## src/hw/rtl/srfp_pkg.sv

```systemverilog
// Shared types and constants for the sonar range frame parser.
`default_nettype none

package srfp_pkg;

    localparam int RANGE_W  = 14;
    localparam int RANGE_MAX = 16383;
    localparam int STATUS_W = 2;
    localparam int BYTE_W   = 8;

    localparam logic [BYTE_W-1:0] START_CHAR = 8'h52;
    localparam logic [BYTE_W-1:0] CR_CHAR    = 8'h0D;
    localparam logic [BYTE_W-1:0] DIGIT_LO   = 8'h30;
    localparam logic [BYTE_W-1:0] DIGIT_HI   = 8'h39;

    localparam logic [1:0] PHASE_COLLECT    = 2'd0;
    localparam logic [1:0] PHASE_COLLECT_CR = 2'd1;
    localparam logic [1:0] PHASE_HUNT       = 2'd2;

    localparam logic [STATUS_W-1:0] STATUS_OK      = 2'd0;
    localparam logic [STATUS_W-1:0] STATUS_TIMEOUT = 2'd1;
    localparam logic [STATUS_W-1:0] STATUS_FORMAT  = 2'd2;

    typedef struct packed {
        logic              valid;
        logic              mode;
        logic [BYTE_W-1:0] rx_byte;
    } t_beat;

    typedef struct packed {
        logic                valid;
        logic [RANGE_W-1:0]  range_value;
        logic [RANGE_W-1:0]  average_value;
        logic [STATUS_W-1:0] status;
    } t_result;

endpackage

`default_nettype wire

```

## src/hw/rtl/srfp_in_reg.sv

```systemverilog
// Input register stage for received bytes and timeout events.
`default_nettype none

module srfp_in_reg
    import srfp_pkg::*;
(
    input  wire logic              i_clk,
    input  wire logic              i_rst_n,
    input  wire logic              i_valid,
    output logic                   o_ready,
    input  wire logic              i_mode,
    input  wire logic [BYTE_W-1:0] i_rx_byte,
    input  wire logic              i_advance,
    output t_beat                  o_beat
);

    logic              r_valid;
    logic              r_mode;
    logic [BYTE_W-1:0] r_rx_byte;

    // free slot, or the held beat moves on in this cycle
    assign o_ready = !r_valid || i_advance;

    always_ff @(posedge i_clk) begin
        if (!i_rst_n) begin
            r_valid <= 1'b0;
        end else if (o_ready) begin
            r_valid <= i_valid;
        end
    end

    always_ff @(posedge i_clk) begin
        if (o_ready && i_valid) begin
            r_mode    <= i_mode;
            r_rx_byte <= i_rx_byte;
        end
    end

    assign o_beat = '{valid: r_valid, mode: r_mode, rx_byte: r_rx_byte};

endmodule

`default_nettype wire

```

## src/hw/rtl/srfp_core.sv

```systemverilog
// Frame parser state, digit accumulation and moving-average ring.
`default_nettype none

module srfp_core
    import srfp_pkg::*;
#(
    parameter int TAPS        = 5,
    parameter int FRAME_BYTES = 6,
    parameter int DIGIT_COUNT = 4
) (
    input  wire logic  i_clk,
    input  wire logic  i_rst_n,
    input  wire logic  i_en,
    input  wire t_beat i_beat,
    output t_result    o_result
);

    localparam int PW    = $clog2(FRAME_BYTES);
    localparam int IW    = (TAPS > 1) ? $clog2(TAPS) : 1;
    localparam int SW    = $clog2(RANGE_MAX / TAPS + 1);
    // ceiling reciprocal, exact for every 14-bit dividend and divisor up to 16
    localparam int K     = RANGE_W + 4;
    localparam int RECIP = (2 ** K + TAPS - 1) / TAPS;
    localparam int PRW   = RANGE_W + K + 1;

    logic [PW-1:0]      r_pos,   n_pos;
    logic [1:0]         r_phase, n_phase;
    logic               r_blk,   n_blk;
    logic               r_derr,  n_derr;
    logic [RANGE_W-1:0] r_acc,   n_acc;
    logic [RANGE_W-1:0] r_sum,   n_sum;
    logic [IW-1:0]      r_idx,   n_idx;
    logic [SW-1:0]      r_ring [TAPS];
    logic [SW-1:0]      n_ring [TAPS];

    logic [PRW-1:0]     prod;
    logic [SW-1:0]      quot;
    logic [RANGE_W-1:0] acc_x10;
    logic               is_digit;
    logic               blk;
    logic [1:0]         ph;

    // on the last byte the accumulator already holds the final range
    assign prod    = PRW'(r_acc) * PRW'(RECIP);
    assign quot    = prod[K +: SW];
    assign acc_x10 = (r_acc << 3) + (r_acc << 1)
                   + {{(RANGE_W-4){1'b0}}, i_beat.rx_byte[3:0]};

    always_comb begin
        n_pos    = r_pos;
        n_phase  = r_phase;
        n_blk    = r_blk;
        n_derr   = r_derr;
        n_acc    = r_acc;
        n_sum    = r_sum;
        n_idx    = r_idx;
        n_ring   = r_ring;
        o_result = '0;
        is_digit = i_beat.rx_byte inside {[DIGIT_LO:DIGIT_HI]};
        blk      = r_blk;
        ph       = r_phase;

        if (i_beat.mode) begin
            n_pos   = '0;
            n_phase = PHASE_COLLECT;
            n_blk   = 1'b0;
            n_derr  = 1'b0;
            n_acc   = '0;
            o_result.valid  = 1'b1;
            o_result.status = STATUS_TIMEOUT;
        end else if (r_phase == PHASE_HUNT) begin
            if (i_beat.rx_byte == CR_CHAR) begin
                n_pos   = '0;
                n_phase = PHASE_COLLECT;
                n_blk   = 1'b0;
                n_derr  = 1'b0;
                n_acc   = '0;
            end
        end else begin
            if (r_pos == '0) begin
                blk    = (i_beat.rx_byte == START_CHAR);
                n_derr = 1'b0;
                n_acc  = '0;
                ph     = (!blk && i_beat.rx_byte == CR_CHAR) ? PHASE_COLLECT_CR
                                                              : PHASE_COLLECT;
            end else if (r_pos <= PW'(DIGIT_COUNT)) begin
                if (is_digit) begin
                    n_acc = acc_x10;
                end else begin
                    n_derr = 1'b1;
                end
            end
            n_blk   = blk;
            n_phase = ph;

            if (r_pos != PW'(FRAME_BYTES - 1)) begin
                n_pos = r_pos + 1'b1;
            end else begin
                n_pos = '0;
                if (!blk) begin
                    n_phase = (ph == PHASE_COLLECT_CR) ? PHASE_COLLECT : PHASE_HUNT;
                end else begin
                    n_phase = PHASE_COLLECT;
                    n_blk   = 1'b0;
                    n_acc   = '0;
                    o_result.valid = 1'b1;
                    if (r_derr) begin
                        n_derr = 1'b0;
                        o_result.status = STATUS_FORMAT;
                    end else begin
                        n_ring[r_idx] = quot;
                        n_idx = (r_idx == IW'(TAPS - 1)) ? '0 : r_idx + 1'b1;
                        // running sum: drop the overwritten sample, add the new one
                        n_sum = r_sum - RANGE_W'(r_ring[r_idx]) + RANGE_W'(quot);
                        o_result.range_value   = r_acc;
                        o_result.average_value = n_sum;
                        o_result.status        = STATUS_OK;
                    end
                end
            end
        end
        o_result.valid = o_result.valid && i_beat.valid;
    end

    always_ff @(posedge i_clk) begin
        if (!i_rst_n) begin
            r_pos   <= '0;
            r_phase <= PHASE_COLLECT;
            r_blk   <= 1'b0;
            r_derr  <= 1'b0;
            r_acc   <= '0;
            r_sum   <= '0;
            r_idx   <= '0;
            for (int k = 0; k < TAPS; k++) begin
                r_ring[k] <= '0;
            end
        end else if (i_en) begin
            r_pos   <= n_pos;
            r_phase <= n_phase;
            r_blk   <= n_blk;
            r_derr  <= n_derr;
            r_acc   <= n_acc;
            r_sum   <= n_sum;
            r_idx   <= n_idx;
            r_ring  <= n_ring;
        end
    end

endmodule

`default_nettype wire

```

## src/hw/rtl/srfp_out_reg.sv

```systemverilog
// Result register holding one beat for the downstream receiver.
`default_nettype none

module srfp_out_reg
    import srfp_pkg::*;
(
    input  wire logic    i_clk,
    input  wire logic    i_rst_n,
    input  wire logic    i_load,
    input  wire t_result i_result,
    input  wire logic    i_ready,
    output logic         o_valid,
    output logic         o_free,
    output t_result      o_result
);

    logic    r_valid;
    t_result r_result;

    assign o_free = !r_valid || i_ready;

    always_ff @(posedge i_clk) begin
        if (!i_rst_n) begin
            r_valid <= 1'b0;
        end else if (i_load) begin
            r_valid <= i_result.valid;
        end else if (i_ready) begin
            r_valid <= 1'b0;
        end
    end

    always_ff @(posedge i_clk) begin
        if (i_load && i_result.valid) begin
            r_result <= i_result;
        end
    end

    assign o_valid  = r_valid;
    assign o_result = r_result;

endmodule

`default_nettype wire

```

## src/hw/rtl/sonar_range_frame_parser_unit.sv

```systemverilog
// Top level of the sonar range frame parser.
// Input stream: one beat per received serial byte (tuser = 0) or per read
// timeout / short frame event (tuser = 1). Bytes are grouped into frames;
// a frame starting with 'R' carries ASCII range digits and yields one
// result beat with the range, the moving average over the sample ring and
// a status (tuser): valid or format error. Other frames are dropped and the
// parser hunts for a carriage return, unless the frame began with one.
// Every timeout beat yields a result beat with status timeout; plain bytes
// yield none except on the last byte of a frame starting with 'R'.
// A result is presented on the master side after passing through the input
// register, then the result register.
// Throughput: one beat per cycle unless the receiver stalls; the digit,
// divide-by-TAPS and running-sum update share one stage between registers.
// Reset clears the frame state, the sample ring and both valid flags.
// When the receiver stalls, the result beat is held and one further input
// beat is taken into the input register; s_axis_tready then falls until
// the result is taken.
`default_nettype none

module sonar_range_frame_parser_unit
    import srfp_pkg::*;
#(
    parameter int TAPS        = 5,
    parameter int FRAME_BYTES = 6,
    parameter int DIGIT_COUNT = 4
) (
    input  wire logic        i_clk,
    input  wire logic        i_rst_n,
    input  wire logic        s_axis_tvalid,
    output logic             s_axis_tready,
    input  wire logic [7:0]  s_axis_tdata,   // [7:0] rx_byte
    input  wire logic        s_axis_tuser,   // [0] mode
    output logic             m_axis_tvalid,
    input  wire logic        m_axis_tready,
    output logic [31:0]      m_axis_tdata,   // [13:0] range_value, [27:14] average_value
    output logic [1:0]       m_axis_tuser    // [1:0] status
);

    t_beat   beat;
    t_result core_result;
    t_result out_result;
    logic    out_free;
    logic    advance;

    assign advance = beat.valid && out_free;

    srfp_in_reg u_in_reg (
        .i_clk     (i_clk),
        .i_rst_n   (i_rst_n),
        .i_valid   (s_axis_tvalid),
        .o_ready   (s_axis_tready),
        .i_mode    (s_axis_tuser),
        .i_rx_byte (s_axis_tdata),
        .i_advance (advance),
        .o_beat    (beat)
    );

    srfp_core #(
        .TAPS        (TAPS),
        .FRAME_BYTES (FRAME_BYTES),
        .DIGIT_COUNT (DIGIT_COUNT)
    ) u_core (
        .i_clk    (i_clk),
        .i_rst_n  (i_rst_n),
        .i_en     (advance),
        .i_beat   (beat),
        .o_result (core_result)
    );

    srfp_out_reg u_out_reg (
        .i_clk    (i_clk),
        .i_rst_n  (i_rst_n),
        .i_load   (advance),
        .i_result (core_result),
        .i_ready  (m_axis_tready),
        .o_valid  (m_axis_tvalid),
        .o_free   (out_free),
        .o_result (out_result)
    );

    assign m_axis_tdata = {4'b0000, out_result.average_value, out_result.range_value};
    assign m_axis_tuser = out_result.status;

endmodule

`default_nettype wire

```

## config.mk

```make
export PLATFORM = sky130hd
export DESIGN_NAME = sonar_range_frame_parser_unit
export DESIGN_NICKNAME = d
export VERILOG_FILES = /design/src/hw/rtl/srfp_pkg.sv /design/src/hw/rtl/srfp_in_reg.sv /design/src/hw/rtl/srfp_core.sv /design/src/hw/rtl/srfp_out_reg.sv /design/src/hw/rtl/sonar_range_frame_parser_unit.sv
export SDC_FILE = /design/constraint.sdc
export NUM_CORES = 1
export LEC_CHECK = 0
export BUFFER_PORTS_ARGS = -buffer_cell sky130_fd_sc_hd__buf_2
export CAP_MARGIN = 40
export CORE_UTILIZATION = 63
export DETAILED_ROUTE_END_ITERATION = 7
export MAX_ROUTING_LAYER = met4
export PLACE_DENSITY = 0.81
export SYNTH_ARGS = -nofsm -noshare
export SYNTH_HDL_FRONTEND = slang
export SYNTH_SLANG_ARGS = --single-unit
```

## constraint.sdc

```tcl
create_clock -name i_clk -period 8.51 [get_ports i_clk]
set_clock_uncertainty 0.05 [all_clocks]
set_input_delay 0.4255 -clock i_clk [delete_from_list [all_inputs] [get_ports i_clk]]
set_output_delay 0.4255 -clock i_clk [all_outputs]
set_load 0.01 [all_outputs]
```

=== Word-level counts from Yosys, hierarchy flattened ===
Cells that the tools add are included.

* Register bits after elaboration: 139
* Output and inout port bits: 36
* Word-level logic and storage cells: 115

* Add/sub/neg operators: 6
* Multiply operators: 1
* Magnitude comparators: 5
* Equal/unequal tests: 7
* Mux-type cells: 52
* Bitwise logic cells: 6
* Reduce and logical (&&, ||, !) cells: 18

{| class="wikitable"
|+ Operators by type and width
! cell !! number
|-
| $mux 14 || 8
|-
| $mux 31 || 3
|-
| $bwmux 60 || 1
|-
| $bmux 12 s3 || 1
|-
| $demux 12 s3 || 1
|-
| $mux 12 || 3
|-
| $mul 14x16->30 const B || 1
|-
| $mux 28 || 1
|-
| $mux 2 || 10
|-
| $mux 1 || 19
|-
| $mux 3 || 5
|-
| $add 14x12->14 || 1
|-
| $add 14x14->14 || 1
|-
| $add 14x4->14 || 1
|-
| $sub 14x12->14 || 1
|-
| $eq 8x4->1 const B || 1
|-
| $eq 8x7->1 const B || 1
|-
| $ge 8x6->1 const B || 1
|-
| $le 8x6->1 const B || 1
|-
| $logic_and 1x1->1 || 7
|-
| $add 3x1->3 const B || 2
|-
| $ne 3x3->1 const B || 2
|-
| $reduce_and 6->1 || 1
|-
| $not 1->1 || 5
|-
| other kinds (14) || 17
|}

=== Depth between registers and ports, before layout ===
* Depth after elaboration: 13
* Mapped depth: 29
* Depth with buffers taken out: 29

=== Cells and area by module ===
Synthesis repeated with hierarchy kept, for this count alone.

* Cells, all modules: 1197
* Area, all modules: 10988.0 sq um

{| class="wikitable"
|+ By module, submodules not included
! module !! times used !! cells an instance !! area each (sq um)
|-
| srfp_core || 1 || 1139 || 9623.0
|-
| srfp_out_reg || 1 || 36 || 982.2
|-
| srfp_in_reg || 1 || 16 || 342.8
|-
| sonar_range_frame_parser_unit || 1 || 6 || 40.0
|}

=== Least setup slack after synthesis ===
OpenSTA, ideal clock, no wires.

* Path type: flip-flop to flip-flop
* Start point: reg u_core.r_acc[12]
* End point: reg u_out_reg.r_result, in the netlist u_out_reg.o_result[15] (data pin)
* Library setup time: 266 ps
* Arrival time: 7049 ps
* Data required time: 8194 ps
* Slack: 1145 ps
* Stages on the path, launching flop included: 28
* Path buffers: 1
* Cell sequence: dfxtp_1 > inv_1 > ha_1 > fa_1 > fa_1 > fa_1 > inv_1 > fa_1 > inv_1 > fa_1 > inv_1 > ha_1 > a21o_1 > a2bb2oi_1 > a21oi_1 > a31o_2 > a31oi_1 > buf_2 > xnor2_1 > fa_1 > ha_1 > a21o_1 > a21oi_1 > or4b_1 > a41oi_1 > xnor2_1 > xnor2_1 > nor2_1

* Word-level cells in the longest chain between the ends: 2

{| class="wikitable"
|+ Ends and longest elaborated chain
! what !! line !! text
|-
| from (decl) || srfp_core.sv:30 || <nowiki>logic [RANGE_W-1:0] r_acc, n_acc;</nowiki>
|-
| from (signal assigned) || srfp_core.sv:142 || <nowiki>r_acc <= n_acc;</nowiki>
|-
| $mul 14x16->30 || srfp_core.sv:44 || <nowiki>assign prod = PRW'(r_acc) * PRW'(RECIP);</nowiki>
|-
| net u_core.prod[24] || srfp_core.sv:36 || <nowiki>logic [PRW-1:0] prod;</nowiki>
|-
| $add 14x12->14 || srfp_core.sv:114 || <nowiki>n_sum = r_sum - RANGE_W'(r_ring[r_idx]) + RANGE_W'(quot);</nowiki>
|-
| to (signal assigned) || srfp_out_reg.sv:34 || <nowiki>r_result <= i_result;</nowiki>
|-
| to (decl) || srfp_out_reg.sv:18 || <nowiki>t_result r_result;</nowiki>
|}

The timed path passes the listed nets, and every way through them passes these cells.
A chain may end at the register's enable or synchronous reset.

=== Worst setup path after layout ===
Same ends and word-level chain as after synthesis.

==> flow_summary.yaml <==
run_status:
  status: "finished clean"
routing:
  route.detailed.wl_per_inst_um: 17.1
  route.final.wire_length_mm: 23.9
  post_drt_via_cell_ratio: 5.92
  drt-pass1-iter-count: 5
  antenna_violating_nets_post_route: 0
  detailroute.via_count: 8290
  drc: 0
  first_iter_violations: 462
yosys:
  number_of_flops_mapped_to_enable_cells_by_yosys: 39
  ys_types: 71
  synth_top_cells_by_count: "sky130_fd_sc_hd__ha_1, sky130_fd_sc_hd__inv_1, sky130_fd_sc_hd__dfxtp_1"
  yosysSeqAreaShare: 0.295
  async_reset_ff_frac: 0
  synthMostInstantiatedCell: "sky130_fd_sc_hd__ha_1"
  synth_largest_type_area_fraction: 0.186
  netlist.top_cell.by_area: "sky130_fd_sc_hd__dfxtp_1"
  synthesis.yosys.warnings: 0
  synth_top_cells_by_area: "sky130_fd_sc_hd__dfxtp_1, sky130_fd_sc_hd__ha_1, sky130_fd_sc_hd__fa_1"
  mappedNetlistArea_um2: 10800
  synth_seq_cells: 139
  post_synth_inst_count: 1134
  main_synth_ff_type: "sky130_fd_sc_hd__dfxtp_1"
  avgSynthCellArea_um2: 9.49
floorplanning:
  fp.dieArea_um2: 17600
  core_area_um2: 16600
  dieWidth_um: 133
  floorplan.initialDensity: 0.647
  count_of_boundary_i_o_pins: 49
  die_h_um: 133
  rows: 47
power_and_ir_drop:
  powerDensity_nw_per_um2: 124
  p_total_mw: 1.47
  worst_voltage_drop_across_the_vdd_grid_uv: 138
  pleak_nw: 5.32
final_layout:
  post_route_cells_drive_above_1_share: 0.109
  nNetsFinal: 1387
  antenna-diode-count: 0
  design_area_um2: 11800
  area_overhead_vs_synth_pct: 9.46
timing:
  post_route_clock_period_utilization: 0.949
  report.final.setup_viol: 0
  worst_slew_pin_slew_ps: 928
  final_hold_viol_count: 0
  maxClockFrequency_mhz: 124
  slew_viol_final: 0
  total_negative_setup_slacks_ps: 0
  timing.final.crit_period_ps: 8080
  slew_headroom: 0.379
  grt_setup_unrepaired: "false"
place:
  place.detailed.hpwl_mm: 18.4
  numPortBuffers: 44
  placed_cell_area_um2: 11200
  placer_congestion_estimate: 0.936
worst_setup_path:
  criticalPathCategory: "flip-flop to flip-flop"
  cp_slowest_cell: "sky130_fd_sc_hd__fa_1"
  startpoint_type: "flip-flop"
  crit_path_end_kind: "flip-flop"
  cp_common_cell: "sky130_fd_sc_hd__fa_1"
  timing.critical_path.slowest_cell_delay_ps: 590
  worst_ep_required_time_ps: 8600
  cp_max_fo: 6
  worst_ep_arrival_time_ps: 8170
worst_hold_path:
  hold_class: "primary input to flip-flop"
global_routing:
  aggregate_global_routing_overflow: 0
  total_routing_usage_gr: 0.294
  global_route_wire_length_before_repair_mm: 39.5
  initial_antenna_violation_count: 0
  first_global_vias: 8150
  grt_max_degree: 79
cts:
  cts_made_buffers: 17
  clk_pin_slew_ps: 60
  clockBufferDepth: 2
  cts.hold.buffers_added: 0
  cts_tree: "built"
  worst_skew_pair.late_latency_ps: 430
  h-tree-depth: 4
  cts_num_sinks: 139
  clock_root_buffer: "sky130_fd_sc_hd__clkbuf_16"
flow_run:
  maxcap_viol_count: 0
==> critical path: cells and delay by family, from the launching register on <==
kind            cells  cell delay, ps
xor+xnor            3             730
buf+inv             5             400
fa+ha+maj           9            4240
compound gates      6            1260
flops               1             430
simple gates        3             700
==> cell type report <==
cell class                      instances  area (um2)
Multi-Input combinational cell        827        6950
Fill cell                            1238        4860
Sequential cell                       139        3170
Inverter                              122         458
Clock buffer                           18         439
Timing Repair Buffer                   61         345
Tap cell                              220         275
Clock inverter                         14         146
==> state kept, by name (all words and copies together) (netlist names), 2 cells and up <==
signal / count
u_core.r_ring: 60
u_core.r_sum: 14
u_core.r_phase: 2
u_in_reg.r_rx_byte: 8
u_out_reg.o_result: 30
u_core.r_acc: 14
u_core.r_idx: 3
u_core.r_pos: 3
==> stage by stage <==
step | util | hold slack [ps] | std cells | setup slack [ps]
2_1_floorplan | - | 379 | 1137 | 1140
3_3_place_gp | 0.672 | 386 | 1368 | 673
3_5_place_dp | 0.672 | 396 | 1369 | 480
4_1_cts | 0.707 | 117 | 1401 | 415
5_1_grt | 0.708 | 114 | 1401 | 70.3
6_report | 0.708 | 126 | 1401 | 430
==> what timing repair did <==
action                                  CTS  global route
setup buffers                             0             0
endpoints found under the hold margin     0             0
endpoints found under the setup margin    0             4
resized for setup                         0             2
==> layer usage <==
metal,wire length [um],up-vias,global-route usage,part of all wire
met1,10300,3947,0.354,0.43
met3,1150,62,0.0556,0.048
met2,11700,246,0.484,0.49
li1,-,4035,-,-
met5,0,-,-,0
met4,774,0,0.126,0.032
==> report_power, final <==
group / internal, mW / leakage (nW) / switching (mW)
Clock: 0.438 / 0.271 / 0.289
Combinational: 0.0149 / 3.87 / 0.0334
Sequential: 0.686 / 1.18 / 0.00443
Total: 1.14 / 5.32 / 0.327
==> final timing paths <==
kind,from,end,slack (ps),cells after the start
setup reg to reg,u_core.r_acc[12],u_out_reg.o_result[15],430,26
hold / removal,s_axis_tdata[6],u_in_reg.r_rx_byte[6],130,1
hold reg to reg,u_core.r_ring[3],u_core.r_ring[3],410,2
setup / recovery,u_core.r_acc[12],u_out_reg.o_result[15],430,26
==> placed cells by master (no fill, tap or decap), types with 10 or more instances in the layout <==
cell	n
sky130_fd_sc_hd__edfxtp_1	39
sky130_fd_sc_hd__o21a_1	10
sky130_fd_sc_hd__xnor2_1	19
sky130_fd_sc_hd__nand3_1	56
sky130_fd_sc_hd__o21ai_0	35
sky130_fd_sc_hd__mux2i_1	13
sky130_fd_sc_hd__a21oi_1	71
sky130_fd_sc_hd__nand2b_1	15
sky130_fd_sc_hd__dfxtp_1	100
sky130_fd_sc_hd__buf_4	16
sky130_fd_sc_hd__o21ai_1	27
sky130_fd_sc_hd__ha_1	138
sky130_fd_sc_hd__and2_1	18
sky130_fd_sc_hd__nor2_1	84
sky130_fd_sc_hd__and3_1	11
sky130_fd_sc_hd__o211ai_1	10
sky130_fd_sc_hd__inv_1	121
sky130_fd_sc_hd__a211oi_1	12
sky130_fd_sc_hd__fa_1	68
sky130_fd_sc_hd__nand2_1	62
sky130_fd_sc_hd__buf_2	45
sky130_fd_sc_hd__nor2b_1	20
sky130_fd_sc_hd__xor2_1	12
sky130_fd_sc_hd__nor3_1	11
sky130_fd_sc_hd__nand4_1	20
sky130_fd_sc_hd__clkbuf_16	17
sky130_fd_sc_hd__mux4_2	12
==> logic make-up after synthesis <==
| kind of cell | synth area share |
|---|---|
| compound gates | 0.123 |
| xor+xnor | 0.0299 |
| fa+ha+maj | 0.287 |
| buf+inv | 0.0626 |
| flops | 0.295 |
| mux | 0.0372 |
| other cells | 0.000348 |
| simple gates | 0.165 |
Power figures use the tool's default switching activity.
